**config.mk**
```make
export PLATFORM = sky130hd
export DESIGN_NAME = dns_query_packet_classifier_flat
export DESIGN_NICKNAME = d
export VERILOG_FILES = /design/src/hdl/dqpc_pkg.sv /design/src/hdl/dqpc_if.sv /design/src/hdl/dqpc_parser.sv /design/src/hdl/dqpc_fifo.sv /design/src/hdl/dqpc_out.sv /design/src/hdl/dns_query_packet_classifier.sv /design/src/flat_wrapper.sv
export SDC_FILE = /design/constraint.sdc
export NUM_CORES = 1
export LEC_CHECK = 0
export BUFFER_PORTS_ARGS = -buffer_cell sky130_fd_sc_hd__buf_4
export CAP_MARGIN = 20
export CORE_MARGIN = 2
export CORE_UTILIZATION = 35
export DETAILED_ROUTE_END_ITERATION = 12
export GPL_ROUTABILITY_DRIVEN = 0
export PLACE_DENSITY = 0.61
export SLEW_MARGIN = 20
export SYNTH_ARGS = -nofsm -noshare
export SYNTH_HDL_FRONTEND = slang
export SYNTH_SLANG_ARGS = --single-unit
```
**constraint.sdc**
```tcl
create_clock -name clk_i -period 4.7 [get_ports clk_i]
set_input_delay 0.47 -clock clk_i [delete_from_list [all_inputs] [get_ports clk_i]]
set_output_delay 0.47 -clock clk_i [all_outputs]
set_load 0.01 [all_outputs]
```
**src/hdl/dqpc_pkg.sv**
```systemverilog
// Shared types, constants and helpers of the DNS query packet classifier.
package dqpc_pkg;

  // Default limit on non-zero query-name bytes
  localparam int unsigned MAX_NAME_BYTES_DEF = 256;

  // Entries in the queue between parser and output stage
  localparam int unsigned QUEUE_DEPTH = 4;

  localparam logic [15:0] DNS_PORT_RST = 16'd53;
  localparam logic [15:0] ETYPE_IPV4   = 16'h0800;
  localparam logic [15:0] ETYPE_IPV6   = 16'h86DD;
  localparam logic [7:0]  IP_PROTO_UDP = 8'd17;

  // Fixed byte offsets inside the headers
  localparam logic [5:0] OFF_ETYPE_HI = 6'd12;
  localparam logic [5:0] OFF_ETYPE_LO = 6'd13;
  localparam logic [5:0] OFF_IP4_VIHL = 6'd0;
  localparam logic [5:0] OFF_IP4_PROT = 6'd9;
  localparam logic [5:0] OFF_IP4_LAST = 6'd19;
  localparam logic [5:0] OFF_IP6_NXT  = 6'd6;
  localparam logic [5:0] OFF_IP6_LAST = 6'd39;
  localparam logic [5:0] OFF_UDP_DP0  = 6'd2;
  localparam logic [5:0] OFF_UDP_DP1  = 6'd3;
  localparam logic [5:0] OFF_UDP_LN1  = 6'd5;
  localparam logic [5:0] OFF_UDP_LAST = 6'd7;
  localparam logic [5:0] OFF_DNS_FLG  = 6'd2;
  localparam logic [5:0] OFF_DNS_LAST = 6'd11;
  localparam logic [5:0] OFF_MAX      = 6'h3F;

  localparam logic [3:0]  IHL_MIN     = 4'd5;
  localparam logic [15:0] UDP_LEN_MIN = 16'd8;
  localparam logic [2:0]  TAIL_FULL   = 3'd4;

  typedef enum logic [2:0] {
    PH_ETH  = 3'd0,
    PH_IP4  = 3'd1,
    PH_IP6  = 3'd2,
    PH_UDP  = 3'd3,
    PH_DNS  = 3'd4,
    PH_NAME = 3'd5,
    PH_TAIL = 3'd6
  } phase_e;

  typedef enum logic [1:0] {
    V_DROP  = 2'd0,
    V_PASS  = 2'd1,
    V_QUERY = 2'd2
  } verdict_e;

  typedef enum logic {
    KIND_NAME    = 1'b0,
    KIND_VERDICT = 1'b1
  } kind_e;

  typedef struct packed {
    kind_e       item_kind;
    logic [7:0]  name_byte;
    verdict_e    verdict;
    logic [8:0]  key_len;
    logic [8:0]  query_len;
  } result_t;

  function automatic result_t make_verdict(verdict_e v, logic [8:0] k, logic [8:0] q);
    result_t r;
    r.item_kind = KIND_VERDICT;
    r.name_byte = 8'd0;
    r.verdict   = v;
    r.key_len   = k;
    r.query_len = q;
    return r;
  endfunction

  function automatic result_t make_name(logic [7:0] b);
    result_t r;
    r.item_kind = KIND_NAME;
    r.name_byte = b;
    r.verdict   = V_DROP;
    r.key_len   = 9'd0;
    r.query_len = 9'd0;
    return r;
  endfunction

endpackage

```
**src/hdl/dqpc_if.sv**
```systemverilog
// Valid/ready channel interfaces for frame bytes and classifier results.
interface dqpc_byte_if;
  logic       valid;
  logic       ready;
  logic [7:0] pkt_byte;
  logic       frame_last;

  modport source (output valid, output pkt_byte, output frame_last, input ready);
  modport sink   (input valid, input pkt_byte, input frame_last, output ready);
endinterface

interface dqpc_res_if;
  logic       valid;
  logic       ready;
  logic       item_kind;
  logic [7:0] name_byte;
  logic [1:0] verdict;
  logic [8:0] key_len;
  logic [8:0] query_len;

  modport source (output valid, output item_kind, output name_byte, output verdict,
                  output key_len, output query_len, input ready);
  modport sink   (input valid, input item_kind, input name_byte, input verdict,
                  input key_len, input query_len, output ready);
endinterface

```
**src/hdl/dqpc_parser.sv**
```systemverilog
// Front end: header parser that classifies each frame byte and queues results.
module dqpc_parser import dqpc_pkg::*; #(
  parameter int unsigned MAX_NAME_BYTES = MAX_NAME_BYTES_DEF
) (
  input  logic          clk_i,
  input  logic          rst_ni,
  input  logic          dns_port_we_i,
  input  logic [15:0]   dns_port_i,
  dqpc_byte_if.sink     pkt_i,
  input  logic          full_i,
  output logic          push_o,
  output result_t       push_data_o
);

  localparam int unsigned CW = $clog2(MAX_NAME_BYTES);
  localparam int unsigned KW = (CW + 1 > 9) ? CW + 1 : 9;

  logic [15:0] dns_port_q;
  phase_e      phase_q, phase_d;
  logic [5:0]  off_q, off_d;
  logic [5:0]  l4_q, l4_d;
  logic [15:0] shift_q, shift_d;
  logic [CW-1:0] cnt_q, cnt_d;
  logic [2:0]  tail_q, tail_d;
  logic        sent_q, sent_d;

  logic        fire;
  logic [7:0]  b;
  logic        last;
  logic [15:0] sh;
  logic [5:0]  l4;
  logic [2:0]  tinc;
  logic        adv;
  logic        emit;
  result_t     res;
  logic [KW-1:0] key_w, qlen_w;

  assign pkt_i.ready = ~full_i;
  assign fire        = pkt_i.valid & pkt_i.ready;
  assign b           = pkt_i.pkt_byte;
  assign last        = pkt_i.frame_last;

  assign key_w  = KW'(cnt_q) + KW'(1);
  assign qlen_w = KW'(cnt_q) + KW'(5);

  // Per-byte parse step
  always_comb begin
    phase_d = phase_q;
    off_d   = off_q;
    l4_d    = l4_q;
    shift_d = shift_q;
    cnt_d   = cnt_q;
    tail_d  = tail_q;
    sent_d  = sent_q;
    sh      = shift_q;
    l4      = l4_q;
    tinc    = tail_q + 3'd1;
    adv     = 1'b1;
    emit    = 1'b0;
    res     = make_name(b);

    if (fire) begin
      if (!sent_q) begin
        unique case (phase_q)
          PH_ETH: begin
            if (off_q == OFF_ETYPE_HI || off_q == OFF_ETYPE_LO) begin
              sh      = {shift_q[7:0], b};
              shift_d = sh;
            end
            if (off_q == OFF_ETYPE_LO) begin
              adv = 1'b0;
              if (sh == ETYPE_IPV4) begin
                phase_d = PH_IP4; off_d = '0; shift_d = '0; tail_d = '0;
              end else if (sh == ETYPE_IPV6) begin
                phase_d = PH_IP6; off_d = '0; shift_d = '0; tail_d = '0;
              end else begin
                emit = 1'b1; res = make_verdict(V_PASS, 9'd0, 9'd0);
              end
            end
          end
          PH_IP4: begin
            if (off_q == OFF_IP4_VIHL && b[3:0] < IHL_MIN) begin
              emit = 1'b1; res = make_verdict(V_DROP, 9'd0, 9'd0);
            end else begin
              if (off_q == OFF_IP4_VIHL) begin
                l4   = {b[3:0], 2'b00};
                l4_d = l4;
              end
              if (off_q == OFF_IP4_PROT) begin
                sh      = {8'd0, b};
                shift_d = sh;
              end
              if (off_q == OFF_IP4_LAST && sh[7:0] != IP_PROTO_UDP) begin
                emit = 1'b1; res = make_verdict(V_PASS, 9'd0, 9'd0);
              end else if (off_q >= OFF_IP4_LAST && ({1'b0, off_q} + 7'd1) >= {1'b0, l4}) begin
                adv = 1'b0;
                phase_d = PH_UDP; off_d = '0; shift_d = '0; tail_d = '0;
              end
            end
          end
          PH_IP6: begin
            if (off_q == OFF_IP6_NXT) begin
              sh      = {8'd0, b};
              shift_d = sh;
            end
            if (off_q == OFF_IP6_LAST) begin
              adv = 1'b0;
              if (sh[7:0] != IP_PROTO_UDP) begin
                emit = 1'b1; res = make_verdict(V_PASS, 9'd0, 9'd0);
              end else begin
                phase_d = PH_UDP; off_d = '0; shift_d = '0; tail_d = '0;
              end
            end
          end
          PH_UDP: begin
            // destination port at 2..3, length at 4..5; tail flags a port mismatch
            if (off_q >= OFF_UDP_DP0 && off_q <= OFF_UDP_LN1) begin
              sh      = {shift_q[7:0], b};
              shift_d = sh;
            end
            if (off_q == OFF_UDP_DP1) begin
              tail_d  = {2'b00, sh != dns_port_q};
              shift_d = '0;
            end
            if (off_q == OFF_UDP_LAST) begin
              adv = 1'b0;
              if (shift_q < UDP_LEN_MIN) begin
                emit = 1'b1; res = make_verdict(V_DROP, 9'd0, 9'd0);
              end else if (tail_q != 3'd0) begin
                emit = 1'b1; res = make_verdict(V_PASS, 9'd0, 9'd0);
              end else begin
                phase_d = PH_DNS; off_d = '0; shift_d = '0; tail_d = '0;
              end
            end
          end
          PH_DNS: begin
            // QR and opcode live in the top five bits of the flags byte
            if (off_q == OFF_DNS_FLG) tail_d = {2'b00, |b[7:3]};
            if (off_q == OFF_DNS_LAST) begin
              adv = 1'b0;
              if (tail_q != 3'd0) begin
                emit = 1'b1; res = make_verdict(V_PASS, 9'd0, 9'd0);
              end else begin
                phase_d = PH_NAME; off_d = '0; shift_d = '0; tail_d = '0;
                cnt_d   = '0;
              end
            end
          end
          PH_NAME: begin
            adv = 1'b0;
            if (b != 8'd0) begin
              if (cnt_q >= CW'(MAX_NAME_BYTES - 1) || last) begin
                emit = 1'b1; res = make_verdict(V_DROP, 9'd0, 9'd0);
              end else begin
                emit  = 1'b1; res = make_name(b);
                cnt_d = cnt_q + CW'(1);
              end
            end else if (last) begin
              emit = 1'b1; res = make_verdict(V_QUERY, 9'd0, qlen_w[8:0]);
            end else begin
              phase_d = PH_TAIL; off_d = '0; shift_d = '0; tail_d = '0;
            end
          end
          PH_TAIL: begin
            adv    = 1'b0;
            tail_d = tinc;
            if (tinc >= TAIL_FULL) begin
              emit = 1'b1; res = make_verdict(V_QUERY, key_w[8:0], qlen_w[8:0]);
            end else if (last) begin
              emit = 1'b1; res = make_verdict(V_QUERY, 9'd0, qlen_w[8:0]);
            end
          end
          default: begin
            adv = 1'b0;
          end
        endcase

        if (emit && res.item_kind == KIND_VERDICT) sent_d = 1'b1;
        if (adv && !sent_d && off_q != OFF_MAX) off_d = off_q + 6'd1;
        // frame ends before any verdict
        if (last && !sent_d) begin
          emit = 1'b1; res = make_verdict(V_DROP, 9'd0, 9'd0);
        end
      end

      // next byte starts a new frame
      if (last) begin
        phase_d = PH_ETH;
        off_d   = '0;
        l4_d    = '0;
        shift_d = '0;
        cnt_d   = '0;
        tail_d  = '0;
        sent_d  = 1'b0;
      end
    end
  end

  assign push_o      = fire & emit;
  assign push_data_o = res;

  // Parse state
  always_ff @(posedge clk_i or negedge rst_ni) begin
    if (!rst_ni) begin
      phase_q <= PH_ETH;
      off_q   <= '0;
      l4_q    <= '0;
      shift_q <= '0;
      cnt_q   <= '0;
      tail_q  <= '0;
      sent_q  <= 1'b0;
    end else begin
      phase_q <= phase_d;
      off_q   <= off_d;
      l4_q    <= l4_d;
      shift_q <= shift_d;
      cnt_q   <= cnt_d;
      tail_q  <= tail_d;
      sent_q  <= sent_d;
    end
  end

  // Port register
  always_ff @(posedge clk_i or negedge rst_ni) begin
    if (!rst_ni) begin
      dns_port_q <= DNS_PORT_RST;
    end else if (dns_port_we_i) begin
      dns_port_q <= dns_port_i;
    end
  end

  // Only one verdict per frame
  a_one_verdict: assert property (@(posedge clk_i) disable iff (!rst_ni)
    push_o && push_data_o.item_kind == KIND_VERDICT |-> !sent_q)
    else $error("second verdict in one frame");

  // A verdict on a non-final byte mutes the rest of the frame
  a_mute_after: assert property (@(posedge clk_i) disable iff (!rst_ni)
    push_o && push_data_o.item_kind == KIND_VERDICT && !pkt_i.frame_last |=> sent_q)
    else $error("verdict not recorded");

  // The last byte of a frame always carries a verdict unless one was given
  a_last_verdict: assert property (@(posedge clk_i) disable iff (!rst_ni)
    fire && pkt_i.frame_last && !sent_q |->
      push_o && push_data_o.item_kind == KIND_VERDICT)
    else $error("frame closed without verdict");

endmodule

```
**src/hdl/dqpc_fifo.sv**
```systemverilog
// Short result queue between the parser and the output stage.
module dqpc_fifo import dqpc_pkg::*; (
  input  logic    clk_i,
  input  logic    rst_ni,
  input  logic    push_i,
  input  result_t data_i,
  output logic    full_o,
  input  logic    pop_i,
  output result_t data_o,
  output logic    empty_o
);

  localparam int unsigned AW = $clog2(QUEUE_DEPTH);

  result_t     mem_q [QUEUE_DEPTH];
  logic [AW-1:0] wr_q, rd_q;
  logic [AW:0] cnt_q;

  assign full_o  = (cnt_q == (AW+1)'(QUEUE_DEPTH));
  assign empty_o = (cnt_q == '0);
  assign data_o  = mem_q[rd_q];

  // Storage, no reset on payload
  always_ff @(posedge clk_i) begin
    if (push_i) mem_q[wr_q] <= data_i;
  end

  // Pointers and fill count
  always_ff @(posedge clk_i or negedge rst_ni) begin
    if (!rst_ni) begin
      wr_q  <= '0;
      rd_q  <= '0;
      cnt_q <= '0;
    end else begin
      if (push_i) wr_q <= (wr_q == AW'(QUEUE_DEPTH - 1)) ? '0 : wr_q + AW'(1);
      if (pop_i)  rd_q <= (rd_q == AW'(QUEUE_DEPTH - 1)) ? '0 : rd_q + AW'(1);
      if (push_i && !pop_i)      cnt_q <= cnt_q + (AW+1)'(1);
      else if (pop_i && !push_i) cnt_q <= cnt_q - (AW+1)'(1);
    end
  end

  a_no_overflow: assert property (@(posedge clk_i) disable iff (!rst_ni)
    !(push_i && full_o))
    else $error("push into full queue");

  a_no_underflow: assert property (@(posedge clk_i) disable iff (!rst_ni)
    !(pop_i && empty_o))
    else $error("pop from empty queue");

endmodule

```
**src/hdl/dqpc_out.sv**
```systemverilog
// Back end: output register that drains the queue onto the result channel.
module dqpc_out import dqpc_pkg::*; (
  input  logic       clk_i,
  input  logic       rst_ni,
  input  result_t    data_i,
  input  logic       empty_i,
  output logic       pop_o,
  dqpc_res_if.source res_o
);

  result_t res_q;
  logic    vld_q;

  // Load when the register is free or being taken this cycle
  assign pop_o = ~empty_i & (~vld_q | res_o.ready);

  always_ff @(posedge clk_i or negedge rst_ni) begin
    if (!rst_ni) begin
      vld_q <= 1'b0;
    end else if (pop_o) begin
      vld_q <= 1'b1;
    end else if (res_o.ready) begin
      vld_q <= 1'b0;
    end
  end

  always_ff @(posedge clk_i) begin
    if (pop_o) res_q <= data_i;
  end

  assign res_o.valid     = vld_q;
  assign res_o.item_kind = res_q.item_kind;
  assign res_o.name_byte = res_q.name_byte;
  assign res_o.verdict   = res_q.verdict;
  assign res_o.key_len   = res_q.key_len;
  assign res_o.query_len = res_q.query_len;

endmodule

```
**src/hdl/dns_query_packet_classifier.sv**
```systemverilog
// Top level of the DNS query packet classifier.
// Takes one frame byte per clock while the queue has room and emits the non-zero query-name bytes
// followed by exactly one verdict per frame (drop, pass or query with key and question lengths).
// The parser handles one byte per cycle in a single stage, so sustained throughput is one byte per
// clock until the queue fills; a result is written into the queue and then into the output
// register. A four-entry queue sits between parser and output register, so the byte input keeps
// flowing while up to five results wait for the consumer; once the queue is full the input stalls.
// dns_port resets to 53; the user must write it only while the block is idle (not enforced here).
module dns_query_packet_classifier import dqpc_pkg::*; #(
  parameter int unsigned MAX_NAME_BYTES = MAX_NAME_BYTES_DEF
) (
  input  logic        clk_i,
  input  logic        rst_ni,
  input  logic        dns_port_we_i,
  input  logic [15:0] dns_port_i,
  dqpc_byte_if.sink   pkt_i,
  dqpc_res_if.source  res_o
);

  logic    push, pop, full, empty;
  result_t push_data, head_data;

  dqpc_parser #(
    .MAX_NAME_BYTES (MAX_NAME_BYTES)
  ) u_parser (
    .clk_i         (clk_i),
    .rst_ni        (rst_ni),
    .dns_port_we_i (dns_port_we_i),
    .dns_port_i    (dns_port_i),
    .pkt_i         (pkt_i),
    .full_i        (full),
    .push_o        (push),
    .push_data_o   (push_data)
  );

  dqpc_fifo u_fifo (
    .clk_i   (clk_i),
    .rst_ni  (rst_ni),
    .push_i  (push),
    .data_i  (push_data),
    .full_o  (full),
    .pop_i   (pop),
    .data_o  (head_data),
    .empty_o (empty)
  );

  dqpc_out u_out (
    .clk_i   (clk_i),
    .rst_ni  (rst_ni),
    .data_i  (head_data),
    .empty_i (empty),
    .pop_o   (pop),
    .res_o   (res_o)
  );

endmodule

```
**src/flat_wrapper.sv**
```systemverilog
// flat-port wrapper written by rule: the top's interface ports become plain ports
module dns_query_packet_classifier_flat import dqpc_pkg::*;
#(
  parameter int unsigned MAX_NAME_BYTES = MAX_NAME_BYTES_DEF
)
  (clk_i, rst_ni, dns_port_we_i, dns_port_i, pkt_i_valid, pkt_i_pkt_byte, pkt_i_frame_last, pkt_i_ready, res_o_valid, res_o_item_kind, res_o_name_byte, res_o_verdict, res_o_key_len, res_o_query_len, res_o_ready);
  dqpc_byte_if pkt_i_i ();
  dqpc_res_if res_o_i ();
  input  logic clk_i;
  input  logic rst_ni;
  input  logic dns_port_we_i;
  input  logic [15:0] dns_port_i;
  input wire logic [$bits(pkt_i_i.valid)-1:0] pkt_i_valid;
  input wire logic [$bits(pkt_i_i.pkt_byte)-1:0] pkt_i_pkt_byte;
  input wire logic [$bits(pkt_i_i.frame_last)-1:0] pkt_i_frame_last;
  output wire logic [$bits(pkt_i_i.ready)-1:0] pkt_i_ready;
  output wire logic [$bits(res_o_i.valid)-1:0] res_o_valid;
  output wire logic [$bits(res_o_i.item_kind)-1:0] res_o_item_kind;
  output wire logic [$bits(res_o_i.name_byte)-1:0] res_o_name_byte;
  output wire logic [$bits(res_o_i.verdict)-1:0] res_o_verdict;
  output wire logic [$bits(res_o_i.key_len)-1:0] res_o_key_len;
  output wire logic [$bits(res_o_i.query_len)-1:0] res_o_query_len;
  input wire logic [$bits(res_o_i.ready)-1:0] res_o_ready;
  assign pkt_i_i.valid = pkt_i_valid;
  assign pkt_i_i.pkt_byte = pkt_i_pkt_byte;
  assign pkt_i_i.frame_last = pkt_i_frame_last;
  assign pkt_i_ready = pkt_i_i.ready;
  assign res_o_valid = res_o_i.valid;
  assign res_o_item_kind = res_o_i.item_kind;
  assign res_o_name_byte = res_o_i.name_byte;
  assign res_o_verdict = res_o_i.verdict;
  assign res_o_key_len = res_o_i.key_len;
  assign res_o_query_len = res_o_i.query_len;
  assign res_o_i.ready = res_o_ready;
  dns_query_packet_classifier #(.MAX_NAME_BYTES(MAX_NAME_BYTES)) u_core (.clk_i(clk_i), .rst_ni(rst_ni), .dns_port_we_i(dns_port_we_i), .dns_port_i(dns_port_i), .pkt_i(pkt_i_i), .res_o(res_o_i));
endmodule
```
======== After elaboration in Yosys (flattened, before gate mapping) ========
Memories as Yosys holds them, arrays and structs flattened. A register that Yosys moved wholly into a read port is not among the register bits.
Cells that the tools add are included.
word-level totals
  register bits after elaboration ......... 67
  memories kept ........................... 1
  bits of input ports ..................... 30
  bits in writable memories ............... 116
memory list
  memory               words  width  rd ports  clocked after memory_dff  wr ports  RTL line         RTL
  u_core.u_fifo.mem_q  4      29     1         1                         1         dqpc_fifo.sv:15  result_t mem_q [QUEUE_DEPTH];
operators by class
  reductions and logical operators ........ 34
  eq/ne operators ......................... 53
  add/subtract/negate cells ............... 10
  magnitude comparators ................... 8
  muxes and demuxes ....................... 165
  bitwise operators ....................... 7
operators with widths
  cell                    number
  $mux W29                20
  $mux W16                27
  $pmux W29 S7            1
  $mux W6                 22
  $mux W3                 36
  $mux W8                 13
  $pmux W16 S6            1
  $ne A4 B4 Y1 const B    11
  $ne A3 B3 Y1 const B    14
  $mux W1                 37
  $pmux W6 S6             1
  $eq A6 B4 Y1 const B    4
  $reduce_bool A8 Y1      3
  $pmux W3 S7             1
  $pmux W3 S6             1
  $eq A16 B12 Y1 const B  1
  $eq A16 B16 Y1 const B  1
  $lt A16 B4 Y1 const B   1
  $ne A16 B16 Y1          1
  $ne A8 B5 Y1 const B    2
  $pmux W8 S2             1
  $reduce_and A16 Y1      1
  $reduce_and A14 Y1      1
  $reduce_and A7 Y1       2
  other kinds (43)        74

======== Depth between registers and ports, before layout ========
  word-level depth ........................ 27
  mapped depth ............................ 16
  gate-level depth less buffers ........... 16

======== By module ========
A second synthesis with hierarchy kept.
second synthesis, totals
  cells, all modules ...................... 924
  area, all modules ....................... 10869.2 sq um
modules (own cells, without submodules)
  module       seq. area each (sq um)  cells each  area each (sq um)  times used
  dqpc_parser  1481.4                  702         5347.6             1
  dqpc_fifo    3658.5                  188         4600.7             1
  dqpc_out     895.9                   34          920.9              1

======== Worst setup path after synthesis ========
No wires, ideal clock.
  path kind ............................... flip-flop to flip-flop
  start ................................... register u_core.u_parser.shift_q[6]
  end ..................................... memory u_core.u_fifo.mem_q[0][0] (netlist bit), enable pin
  slack ................................... 859 ps
  arrival ................................. 3423 ps
  path buffers ............................ 1
  library setup time ...................... 418 ps
  cell stages (with the launch flop) ...... 10
  cell sequence ........................... dfrtp_1 clkbuf_1 or4_1 nor4_1 nor2_1 o32ai_1 nor2_1 a31oi_1 nor2_2 nor2b_1
on the way
  cells in the longest elaborated chain, start to end .. 24
ends and longest elaborated chain
  item                                        RTL line            RTL
  start, declared                             dqpc_parser.sv:22   logic [15:0] shift_q, shift_d;
  start signal, assigned                      dqpc_parser.sv:216  shift_q <= shift_d;
  $mux W16                                    n/a
  $mux W8                                     dqpc_parser.sv:82   if (off_q == OFF_IP4_VIHL && b[3:0] < IHL_MIN) begin
  $mux W8                                     dqpc_parser.sv:64   unique case (phase_q)
  $mux W8                                     dqpc_parser.sv:63   if (!sent_q) begin
  $mux W8                                     dqpc_parser.sv:62   if (fire) begin
  $ne A8 B5 Y1                                dqpc_parser.sv:93   if (off_q == OFF_IP4_LAST && sh[7:0] != IP_PROTO_UDP) begin
  $logic_and A1 B1 Y1                         dqpc_parser.sv:93
  $mux W1 / $mux W29 (equally long branches)  dqpc_parser.sv:93
  [... 8 more ...]                            n/a
  $logic_not A1 Y1                            dqpc_parser.sv:181  if (last && !sent_d) begin
  $logic_and A1 B1 Y1                         dqpc_parser.sv:181
  $mux W1 (*)                                 dqpc_parser.sv:181
  $mux W1 (*)                                 dqpc_parser.sv:63
  $mux W1 (*)                                 dqpc_parser.sv:62
  $and A1 B1 Y1 (*)                           dqpc_parser.sv:199  assign push_o = fire & emit;
  $mux W1 (*)                                 dqpc_fifo.sv:25     if (push_i) mem_q[wr_q] <= data_i;
  $mux W1 (not written as such) (*)           dqpc_fifo.sv:25
  end, declared                               dqpc_fifo.sv:15
Every way passes the cells marked *; elsewhere a longest branch is shown, timed or not. The select of a mux whose other input is x is not followed.

======== Worst setup path in the final report ========
  start ................................... register u_core.u_parser.off_q[0]
  end ..................................... register u_core.u_fifo.cnt_q[1]
on the way
  cells in the longest elaborated chain, start to end .. 26
ends and longest elaborated chain
  item                                                   RTL line                                                 RTL
  start, declared                                        dqpc_parser.sv:20                                        logic [5:0] off_q, off_d;
  start signal, assigned                                 dqpc_parser.sv:206                                       off_q <= '0;
  start signal, assigned                                 dqpc_parser.sv:214                                       off_q <= off_d;
  $eq A6 B4 Y1, on equally long branches                 dqpc_parser.sv:66, dqpc_parser.sv:70, dqpc_parser.sv:89
  $logic_or A1 B1 Y1 / $mux W16 (equally long branches)  n/a
  $mux W16 / $mux W8 (equally long branches)             dqpc_parser.sv:66, dqpc_parser.sv:82
  $mux W16 / $mux W8 (equally long branches)             dqpc_parser.sv:64
  $mux W16 / $mux W8 (equally long branches)             dqpc_parser.sv:63
  $mux W16 / $mux W8 (equally long branches)             dqpc_parser.sv:62
  $eq A16 B16 Y1 / $ne A8 B5 Y1 (equally long branches)  dqpc_parser.sv:74, dqpc_parser.sv:93
  $mux W1, or another cell as far along                  dqpc_parser.sv:74                                        end else if (sh == ETYPE_IPV6) begin
  [... 11 more ...]                                      n/a
  $mux W1 (*)                                            dqpc_parser.sv:181
  $mux W1 (*)                                            dqpc_parser.sv:63
  $mux W1 (*)                                            dqpc_parser.sv:62
  $and A1 B1 Y1 (*)                                      dqpc_parser.sv:199
  via u_core.push                                        dns_query_packet_classifier.sv:20                        logic push, pop, full, empty;
  $logic_not A1 Y1                                       dqpc_fifo.sv:38                                          else if (pop_i && !push_i) cnt_q <= cnt_q - (AW+1)'(1);
  $logic_and A1 B1 Y1                                    dqpc_fifo.sv:38
  $reduce_bool A2 Y1 (no source line)                    n/a
  end signal, assigned                                   dqpc_fifo.sv:37                                          if (push_i && !pop_i) cnt_q <= cnt_q + (AW+1)'(1);
  end signal, assigned                                   dqpc_fifo.sv:38
  end, declared                                          dqpc_fifo.sv:17                                          logic [AW:0] cnt_q;
Mark *: on every way through the listed nets, which the timed path passes. The rest lies on a longest branch. The select of a mux whose other input is x is not followed.
A chain may end at the register's enable or synchronous reset.

==> impl_metrics.yaml <==
drt:
  vias: 7711
  totalWireLength_um: 26100
  wire_per_inst_um: 18.8
  drtIter0Drc: 689
  drc: 0
  drt_first_pass_iters: 6
  ant_nets: 0
  via_per_inst: 5.57
logic_synthesis:
  syn_inst: 915
  syn-num-nets: 966
  synth.ff_latch_count: 212
  synth_edf_count: 145
  synth_warnings: 0
  synthTopCellsByArea: "edfxtp_1 (41%), dfrtp_1 (15%), mux4_2 (6.1%)"
  synthDistinctLibCells: 75
  yosysTopAreaCellShare_pct: 40.6
  synthArstFlopShare_pct: 31.6
  synth_flop_cell: "edfxtp_1"
  synth-seq-area-share_pct: 56.3
  synth_most_common_cell: "edfxtp_1"
  synth.cell_area_mm2: 0.0107
  synth_common_cells: "edfxtp_1 (145), nor2_1 (87), nand2_1 (83), dfrtp_1 (63), o21ai_0 (57)"
  syn_avg_cell_area_um2: 11.7
  yosysTopAreaCell: "edfxtp_1"
clock_network:
  ctsResizeCount: 0
  cts_tree: "built"
  clk_pin_slew_ns: 0.06
  h-tree-depth: 1
  numCtsBuffers: 24
  clock_path_buffers: 3
  insertion_delay_ns: 0.53
  post_cts_buffers: 0
  root_buffer: "clkbuf_16"
  cts_hold_buf: 0
  clock-sinks: 212
die:
  io_pins: 61
  num_rows: 64
  initial_utilization_pct: 35.3
  fp.dieW_um: 179
  die_h_um: 179
  core_mm2: 0.0303
  dieArea_mm2: 0.0320
global_routing:
  busiest_layer: "met2"
  grt_max_degree: 68
  grt_pass1_wl_um: 41700
  met1_usage_pct: 22.2
  grtUsageTotal_pct: 16.7
  grt_pass1_vias: 7654
  antenna_found_initial: 1
  grtUsageMet3_pct: 2.69
  overflow: 0
  use_met2_pct: 27.0
final_layout:
  layout-drive-gt1-share_pct: 19.1
  nets: 1022
  area_growth_pct: 16.4
  final_cell_area_mm2: 0.0125
  num_antenna_cells: 0
  n_fill_cell: 2818
pwr:
  powerDensity_mw_per_mm2: 566
  p_int_w: 0.00468
  p_sw_w: 0.00237
  p_leak_nw: 4.68
  seqPwrFrac_pct: 40.0
  peakVddDrop_v: 0.000303
  combPwrFrac_pct: 32.7
  power.share.clock_pct: 27.3
  p_sw_share_pct: 33.6
  design_power_total_w: 0.00706
sta:
  setup_viol: 0
  rsz0062_at_grt: "false"
  slew_violations: 0
  layout_min_cycle_time_ns: 4.16
  slew_headroom_pct: 38.6
  fmax_mhz: 240
  hold_viol_final: 0
  tightestPinTransition_ns: 0.921
  finalSetupTns_ns: 0
  clock_skew_ns: 0.0187
  fin_crit_sh_pct: 88.5
setup_path:
  r2r_end: "u_core.u_fifo.cnt_q[1]"
  cp.depth: 14
  arrival_ns: 4.57
  endpoint_kind: "flip-flop"
  r2r_setup_slack_ns: 0.54
  worstReg2RegStart: "u_core.u_parser.off_q[0]"
  critical_path_class: "reg2reg"
  cp-start-kind: "flip-flop"
  path_buf_inv: 3
  crit_slowest_cell: "o41ai_1"
  path_cells: "inv_1, ha_1, o211ai_1, nor2_1, o41ai_1, o21ai_0, a31oi_1, a31oi_1, nor2_2, inv_1, ha_1, inv_1, fa_1, mux2_2"
  worstPathRequired_ns: 5.11
  cp_max_fo: 8
  crit_top_cell: "inv_1"
  crit_family: "compound AO/OA/AOI/OAI gates"
  max_stage_delay_ns: 0.56
  r2r.worst_path.cells: 14
place:
  io_buffers: 60
  place_area_mm2: 0.0117
  place.detailed.hpwl_um: 17500
outcome:
  status: "finished clean"
flow_run:
  max-cap-violations: 0
worst_hold_path:
  holdCritPathClass: "in2async"
[worst reg2reg max path: cells and delay by family, from the launching register on]
family	cells	cell delay [ns]
AO/OA/AOI/OAI	5	1.69
adder cells (fa/ha/maj)	3	0.86
buffers and inverters	3	0.29
flip-flops	1	0.47
multiplexers	1	0.27
AND/OR/NAND/NOR	2	0.46
[cell families (layout without fill, tap and decap cells)]
family,after synthesis,in the layout,synth area share (%)
compound gates,207,207,12.9
xor+xnor,27,27,2.21
fa+ha+maj,21,21,2.52
buf+inv,91,164,3.20
flops,212,212,56.3
mux,65,65,9.75
simple gates,292,292,13.1
[how the worst max path moves through the flow]
stage	startpoint	slack (ns)	to
finish	u_core.u_parser.off_q[0]	0.54	u_core.u_fifo.cnt_q[1]
global route	u_core.u_parser.off_q[0]	0.17	u_core.u_fifo.cnt_q[1]
CTS	u_core.u_parser.off_q[0]	0.57	u_core.u_fifo.cnt_q[1]
detailed placement	u_core.u_parser.off_q[0]	0.60	u_core.u_fifo.cnt_q[1]
global placement	u_core.u_parser.off_q[0]	0.75	u_core.u_fifo.cnt_q[1]
floorplan	u_core.u_parser.shift_q[6]	0.86	u_core.u_fifo.mem_q[0][0]
[routing by layer]
metal  vias to the layer above  wire, um
met3                        65      1760
met1                      3756     11100
met5                         -        12
met4                         2       971
li1                       3559         -
met2                       329     12200
[cell usage in the layout, fill, tap and decap left out, types with 8 or more instances in the layout]
| cell type | netlist | routed |
|---|---|---|
| o31ai_1 | 9 | 9 |
| ha_1 | 20 | 20 |
| nand2b_1 | 8 | 8 |
| inv_1 | 41 | 41 |
| a31oi_1 | 11 | 11 |
| nand3_1 | 19 | 19 |
| nand2_1 | 83 | 83 |
| a21oi_1 | 45 | 44 |
| clkbuf_16 | 0 | 24 |
| nor2b_1 | 18 | 14 |
| buf_4 | 0 | 80 |
| o21ai_0 | 57 | 57 |
| edfxtp_1 | 145 | 145 |
| xor2_1 | 14 | 14 |
| mux2_2 | 18 | 18 |
| nor2_1 | 87 | 87 |
| o22ai_1 | 13 | 13 |
| nor3_1 | 17 | 17 |
| o41ai_1 | 8 | 8 |
| mux2i_1 | 14 | 14 |
| mux4_2 | 29 | 29 |
| nand4_1 | 10 | 10 |
| dfrtp_1 | 63 | 62 |
| xnor2_1 | 13 | 13 |
[registers in the layout, indices dropped and copies added (netlist names)]
register                      flops
u_core.u_fifo.mem_q             116
u_core.u_parser.dns_port_q       16
u_core.u_parser.shift_q          16
u_core.u_out.res_o.key_len        9
u_core.u_out.res_o.query_len      9
u_core.u_out.res_o.name_byte      8
u_core.u_parser.cnt_q             8
u_core.u_parser.l4_q              6
u_core.u_parser.off_q             6
u_core.u_fifo.cnt_q               3
u_core.u_parser.phase_q           3
u_core.u_parser.tail_q            3
u_core.u_fifo.rd_q                2
u_core.u_fifo.wr_q                2
u_core.u_out.res_o.verdict        2
u_core.u_out.res_o.item_kind      1
u_core.u_out.res_o.valid          1
u_core.u_parser.sent_q            1
[through the flow]
stage | hold WS (ns) | instances | setup slack, ns | util [%]
floorplan | 0.174 | 915 | 0.859 | -
global placement | 0.480 | 1341 | 0.753 | 38.4
detailed placement | 0.497 | 1341 | 0.604 | 38.4
CTS | 0.112 | 1384 | 0.571 | 41.1
global route | 0.132 | 1384 | 0.169 | 41.1
finish | 0.0798 | 1384 | 0.539 | 41.1
[power groups by stage]
| stage | registers (W) | logic (W) | clock network, W |
|---|---|---|---|
| global route | 0.00289 | 0.00254 | 0.00205 |
| global placement | 0.00285 | 0.00229 | 0 |
| detailed placement | 0.00286 | 0.00231 | 0 |
| floorplan | 0.00272 | 0.00165 | 0 |
| CTS | 0.00283 | 0.00232 | 0.00198 |
| finish | 0.00282 | 0.00231 | 0.00192 |
[cell type report]
type	instances	area (um^2)	share of cell area (%)
Sequential cell	212	6040	48.4
Multi-Input combinational cell	612	4370	35.0
Clock buffer	29	619	4.96
Timing Repair Buffer	80	601	4.81
Tap cell	396	495	3.97
Clock inverter	14	196	1.57
Inverter	41	154	1.23
No activity file was read; power rests on OpenSTA's default activity.
